`config.mk`:
```
export PLATFORM = sky130hd
export DESIGN_NAME = dmwc_ctrl
export DESIGN_NICKNAME = d
export VERILOG_FILES = /design/src/rtl/dmwc_pkg.sv /design/src/rtl/dmwc_ctrl.sv
export VERILOG_INCLUDE_DIRS = /design/src /design/src/rtl
export SDC_FILE = /design/constraint.sdc
export NUM_CORES = 1
export LEC_CHECK = 0
export ABC_AREA = 1
export BUFFER_PORTS_ARGS = -buffer_cell sky130_fd_sc_hd__buf_2
export CAP_MARGIN = 25
export CORE_AREA = 2 2 39 41
export DETAILED_ROUTE_END_ITERATION = 6
export DIE_AREA = 0 0 41 43
export GPL_TIMING_DRIVEN = 0
export MAX_ROUTING_LAYER = met4
export PLACE_DENSITY = 0.71
export SLEW_MARGIN = 20
export SYNTH_ARGS = -nofsm -noshare
export SYNTH_HDL_FRONTEND = slang
export SYNTH_SLANG_ARGS = --single-unit
```
`constraint.sdc`:
```
create_clock -name clk -period 1.2 [get_ports clk]
set_clock_uncertainty 0.15 [all_clocks]
set_input_delay 0.18 -clock clk [delete_from_list [all_inputs] [get_ports clk]]
set_output_delay 0.18 -clock clk [all_outputs]
set_load 0.01 [all_outputs]
```
`src/rtl/direct_mapped_writeback_cache_core_defines.svh`:
```
// Assertion macros shared by the cache core modules.
`ifndef DIRECT_MAPPED_WRITEBACK_CACHE_CORE_DEFINES_SVH
`define DIRECT_MAPPED_WRITEBACK_CACHE_CORE_DEFINES_SVH

// Same-cycle implication, checked out of reset.
`define DMWC_ASSERT_IMP(lbl, ante, cons, msg) \
  lbl: assert property (@(posedge clk) disable iff (!rst_n) (ante) |-> (cons)) \
    else $error(msg);

// Next-cycle implication, checked out of reset.
`define DMWC_ASSERT_NXT(lbl, ante, cons, msg) \
  lbl: assert property (@(posedge clk) disable iff (!rst_n) (ante) |=> (cons)) \
    else $error(msg);

`endif

```
`src/rtl/dmwc_pkg.sv`:
```
// Shared constants, request kinds and controller/datapath interface types.
`timescale 1ns / 1ps
package dmwc_pkg;

  localparam int unsigned NumLinesDef        = 256;
  localparam int unsigned BlockBytesDef      = 64;
  localparam int unsigned BackingAddrBitsDef = 20;
  localparam int unsigned WordBytes          = 4;

  localparam int unsigned KindW    = 2;
  localparam int unsigned AddrW    = 32;
  localparam int unsigned WordW    = 32;
  localparam int unsigned LatW     = 16;
  localparam int unsigned CfgIdxW  = 8;
  localparam int unsigned OutDataW = 72;

  // Request kinds.
  localparam logic [KindW-1:0] KIND_READ  = 2'd0;
  localparam logic [KindW-1:0] KIND_WRITE = 2'd1;
  localparam logic [KindW-1:0] KIND_CLEAR = 2'd2;
  localparam logic [KindW-1:0] KIND_INVAL = 2'd3;

  // Configuration register indexes.
  localparam logic [CfgIdxW-1:0] REG_BK_RD_LAT = 8'd0;
  localparam logic [CfgIdxW-1:0] REG_BK_WR_LAT = 8'd1;
  localparam logic [CfgIdxW-1:0] REG_C_RD_LAT  = 8'd2;
  localparam logic [CfgIdxW-1:0] REG_C_WR_LAT  = 8'd3;

  localparam logic [LatW-1:0] BkRdLatRst = 16'd100;
  localparam logic [LatW-1:0] BkWrLatRst = 16'd50;
  localparam logic [LatW-1:0] CRdLatRst  = 16'd1;
  localparam logic [LatW-1:0] CWrLatRst  = 16'd1;

  // Commands from controller to datapath.
  typedef struct packed {
    logic load_req;
    logic clr_time;
    logic inval_all;
    logic hit_load;
    logic cnt_clr;
    logic cnt_inc;
    logic wb_rd;
    logic wb_wr;
    logic rf_rd;
    logic rf_wr;
    logic tag_wr;
    logic acc_rd;
    logic acc_wr;
    logic add_bk_wr;
    logic add_bk_rd;
    logic add_c_rd;
    logic add_c_wr;
    logic set_evict;
    logic out_load;
  } dmwc_cmd_t;

  // Status from datapath to controller.
  typedef struct packed {
    logic [KindW-1:0] kind;
    logic             addr_err;
    logic             hit;
    logic             victim_dirty;
    logic             cnt_last;
    logic             clear_busy;
    logic             out_busy;
  } dmwc_sts_t;

endpackage

```
`src/rtl/dmwc_ctrl.sv`:
```
// Controller state machine sequencing lookup, write-back, refill and access.
`timescale 1ns / 1ps
`include "direct_mapped_writeback_cache_core_defines.svh"
module dmwc_ctrl
  import dmwc_pkg::*;
(
  input  logic      clk,
  input  logic      rst_n,
  input  logic      in_tvalid,
  output logic      in_tready,
  input  dmwc_sts_t sts,
  output dmwc_cmd_t cmd
);

  typedef enum logic [3:0] {
    ST_IDLE, ST_LOOKUP, ST_CHECK, ST_WB_RD, ST_WB_WR,
    ST_RF_RD, ST_RF_WR, ST_ACC, ST_RESP
  } state_t;

  state_t state_r, state_nxt;

  assign in_tready = (state_r == ST_IDLE) && !sts.clear_busy;

  // Next state and commands.
  always_comb begin
    state_nxt = state_r;
    cmd       = '0;
    unique case (state_r)
      ST_IDLE: begin
        if (in_tvalid && in_tready) begin
          cmd.load_req = 1'b1;
          state_nxt    = ST_LOOKUP;
        end
      end
      ST_LOOKUP: begin
        if (sts.kind == KIND_CLEAR) begin
          cmd.clr_time = 1'b1;
          state_nxt    = ST_RESP;
        end else if (sts.kind == KIND_INVAL) begin
          cmd.inval_all = 1'b1;
          state_nxt     = ST_RESP;
        end else if (sts.addr_err) begin
          state_nxt = ST_RESP;
        end else begin
          state_nxt = ST_CHECK;
        end
      end
      ST_CHECK: begin
        cmd.hit_load = 1'b1;
        cmd.cnt_clr  = 1'b1;
        if (sts.hit) begin
          state_nxt = ST_ACC;
        end else if (sts.victim_dirty) begin
          cmd.set_evict = 1'b1;
          cmd.add_bk_wr = 1'b1;
          state_nxt     = ST_WB_RD;
        end else begin
          state_nxt = ST_RF_RD;
        end
      end
      ST_WB_RD: begin
        cmd.wb_rd = 1'b1;
        state_nxt = ST_WB_WR;
      end
      ST_WB_WR: begin
        cmd.wb_wr = 1'b1;
        if (sts.cnt_last) begin
          cmd.cnt_clr = 1'b1;
          state_nxt   = ST_RF_RD;
        end else begin
          cmd.cnt_inc = 1'b1;
          state_nxt   = ST_WB_RD;
        end
      end
      ST_RF_RD: begin
        cmd.rf_rd = 1'b1;
        state_nxt = ST_RF_WR;
      end
      ST_RF_WR: begin
        cmd.rf_wr = 1'b1;
        if (sts.cnt_last) begin
          cmd.tag_wr    = 1'b1;
          cmd.add_bk_rd = 1'b1;
          state_nxt     = ST_ACC;
        end else begin
          cmd.cnt_inc = 1'b1;
          state_nxt   = ST_RF_RD;
        end
      end
      ST_ACC: begin
        if (sts.kind == KIND_READ) begin
          cmd.acc_rd   = 1'b1;
          cmd.add_c_rd = 1'b1;
        end else begin
          cmd.acc_wr   = 1'b1;
          cmd.add_c_wr = 1'b1;
        end
        state_nxt = ST_RESP;
      end
      ST_RESP: begin
        if (!sts.out_busy) begin
          cmd.out_load = 1'b1;
          state_nxt    = ST_IDLE;
        end
      end
      default: state_nxt = ST_IDLE;
    endcase
  end

  // State register.
  always_ff @(posedge clk) begin
    if (!rst_n) begin
      state_r <= ST_IDLE;
    end else begin
      state_r <= state_nxt;
    end
  end

  `DMWC_ASSERT_NXT(a_wb_to_refill, (state_r == ST_WB_WR) && sts.cnt_last, state_r == ST_RF_RD, "write-back did not continue into refill")
  `DMWC_ASSERT_IMP(a_no_accept_busy, cmd.load_req, !sts.clear_busy, "request taken during clearing pass")
  `DMWC_ASSERT_NXT(a_resp_done, cmd.out_load, state_r == ST_IDLE, "controller did not return to idle after the result")

endmodule

```
==> impl_metrics.csv <==
group,metric,value,unit
cells_and_area,fin_cells,144,
route,vias,675,
route,firstDrtPassIters,5,
grt,grt.overflow.total,0,
yosys,synth-compound-area-share,2.93,%
yosys,synthSimpleGateAreaFrac,55.4,%
worst_setup_path,critPathArrivalTime,1260,ps
route,drc,0,
route,topRoutingLayerUsed,"met4",
yosys,synth-xor-area-share,0,%
sta,maxSlewViolCount,0,
hold_path,hp-class,"in -> reg",
place,pre_cts_ws,-286,ps
run_status,status,"complete, but fails checks",
yosys,synth_fp_nets,85,
cells_and_area,drive_gt1_share,71.1,%
place,io_buffer_count,30,
worst_setup_path,endpoint_kind,"output pin",
grt,grt_use_total,20.4,%
yosys,synth_warnings,0,
yosys,avgSynthCellArea,5.77,um2
sta,post-route-period-util,133,%
power_and_ir_drop,sw_frac_of_total,39.4,%
cells_and_area,num-nets-final,140,
place,placed_area,696,um2
sta,min_period,1590,ps
clock_network,cts.path.max_buffers,2,
worst_setup_path,startpoint_type,"flip-flop",
clock_network,cts.clk_slew.worst_paths,40,ps
die,core.rowCount,14,
clock_network,cts_tree,"built",
die,chipWidth,41,um
run_status,violations,"negative setup slack",
cells_and_area,largest_registers,"state_r x4",
route,wl,1.64,mm
power_and_ir_drop,p_sw,0.352,mW
power_and_ir_drop,max-vdd-ir-drop,0.732,mV
die,die_y,43,um
yosys,netlist_area,427,um2
grt,grt_max_degree,9,
die,coreArea,1380,um2
clock_network,cts.sinks,4,
clock_network,htreeDepth,1,
power_and_ir_drop,p_total,0.891,mW
clock_network,cts_buffers,3,
route,avgRoutedWirePerCell,11.4,um
power_and_ir_drop,p_clk_share,20.3,%
grt,antenna_found_initial,0,
clock_network,root_buffer,"clkbuf_4",
route,dr.first_iter.drc_count,13,
yosys,synth_seq_cells,4,
yosys,synth.yosys.seq_area_share,18.8,%
cells_and_area,area_growth,133,%
sta,tns,-7260,ps
worst_setup_path,path_class,"reg -> out",
sta,worst_slack,-392,ps
power_and_ir_drop,leakage,0.559,nW
route,ant_nets,0,
route,wl_met3,44,um
yosys,synth_mux_area_share,0,%
flow_run,cap_violations,0,
power_and_ir_drop,power_frac_seq,19.5,%
worst_setup_path,cp_max_fo,6,
route,viasPerCell,4.69,
grt,grt_first_pass_wirelength,2.42,mm
sta,rsz0062_at_grt,"yes",
power_and_ir_drop,p_int,0.540,mW
sta,finalSetupViolCount,24,
grt,grt_pass1_vias,608,
place,place_congestion,0.719,
yosys,syn_inst,74,
sta,hold_slack,184,ps
cells_and_area,final_cell_area,993,um2
power_and_ir_drop,combPwrFrac,60.2,%
place,dpl.hpwl,946,um
cells_and_area,diodes,0,
sta,max_slew_margin,85.8,%
die,start_util,30.8,%
sta,worstMarginPinSlew,213,ps
yosys,yosys.area_share.adder,0,%
cells_and_area,top_register,"state_r",
place,place_inst,120,
worst_setup_path,required,870,ps
power_and_ir_drop,power_density,897,nW/um2
die,design.die.area,1760,um2
sta,max_freq,0.628,GHz
sta,finalHoldViolCount,0,
yosys,synth_top_family_by_area,"simple AND/OR/NAND/NOR gates",
yosys,ys_types,15,
cells_and_area,largest_reg_flops,4,
route,wl_met2,879,um
route,drt-met1-wl,685,um
clock_network,worstSkewPairLatency,240,ps
die,io_pins,31,
cells_and_area,fin_util,71.8,%
worst max-delay path, stage by stage (launching register included):
cell and delay (ps):
dfxtp_4 350, nor2_4 210, buf_6 140, nand2_4 60
nor2_4 90, buf_6 90, buf_6 90
Yosys cell counts (all sizes together):
cell,n,share of area [%]
inv,16,14
nor2,15,20
nand3,13,15
nand2,10,8.8
nor3,6,7.0
buf,5,8.8
dfxtp,4,19
a21oi,1,1.2
nand3b,1,1.8
nand4,1,1.5
o211ai,1,1.8
or2,1,1.5
power groups by stage:
stage / combinational [mW] / sequential (mW) / clock (mW)
after floorplan: 0.231 / 0.175 / 0
after global placement: 0.307 / 0.177 / 0
after detailed placement: 0.314 / 0.178 / 0
after CTS: 0.450 / 0.173 / 0.189
after global routing: 0.575 / 0.176 / 0.209
final: 0.537 / 0.174 / 0.181
layout make-up:
class                           count  area (um2)
Tap cell                           16        20.0
Inverter                           16        62.6
Timing Repair Buffer               50         379
Multi-Input combinational cell     49         363
Sequential cell                     4        90.1
Buffer                              5        52.6
Clock buffer                        4        26.3
Fill cell                         105         390
cells by family (layout without fill, tap and decap cells):
family | Yosys count | in the layout
and+or+nand+nor | 47 | 47
buffers and inverters | 21 | 75
DFF | 4 | 4
AOI/OAI and AO/OA | 2 | 2
routing by layer:
layer	GRT usage (%)	vias to the layer above
met5	-	-
met4	10.0	0
met3	3.14	4
met2	32.5	21
met1	23.5	316
li1	-	334
layout by cell type, fill, tap and decap left out, drive strengths merged:
cell type and instances:
dfxtp 4, a21oi 1, nor2 15, nand4 1
nor3 6, inv 16, nand2 10, o211ai 1
nand3b 1, buf 54, clkbuf 4, dlygate4sd3 1
nand3 13, or2 1
repair_timing:
action                                  CTS  global route
pin swaps                                11             9
resized for setup                        19             8
hold endpoints to repair                  1             0
hold buffers                              1             0
setup buffers                            14             7
endpoints found under the setup margin   24            24
worst paths after layout:
kind | slack (ps) | to | start | cells past startpoint
worst min-delay path | 180 | state_r[0] | sts[1] | 4
worst max-delay path | -390 | cmd[5] | state_r[3] | 6
worst min register to register | 510 | state_r[0] | state_r[0] | 4
worst max register to register | -150 | state_r[2] | state_r[0] | 8
No activity file was read; power rests on OpenSTA's default activity.
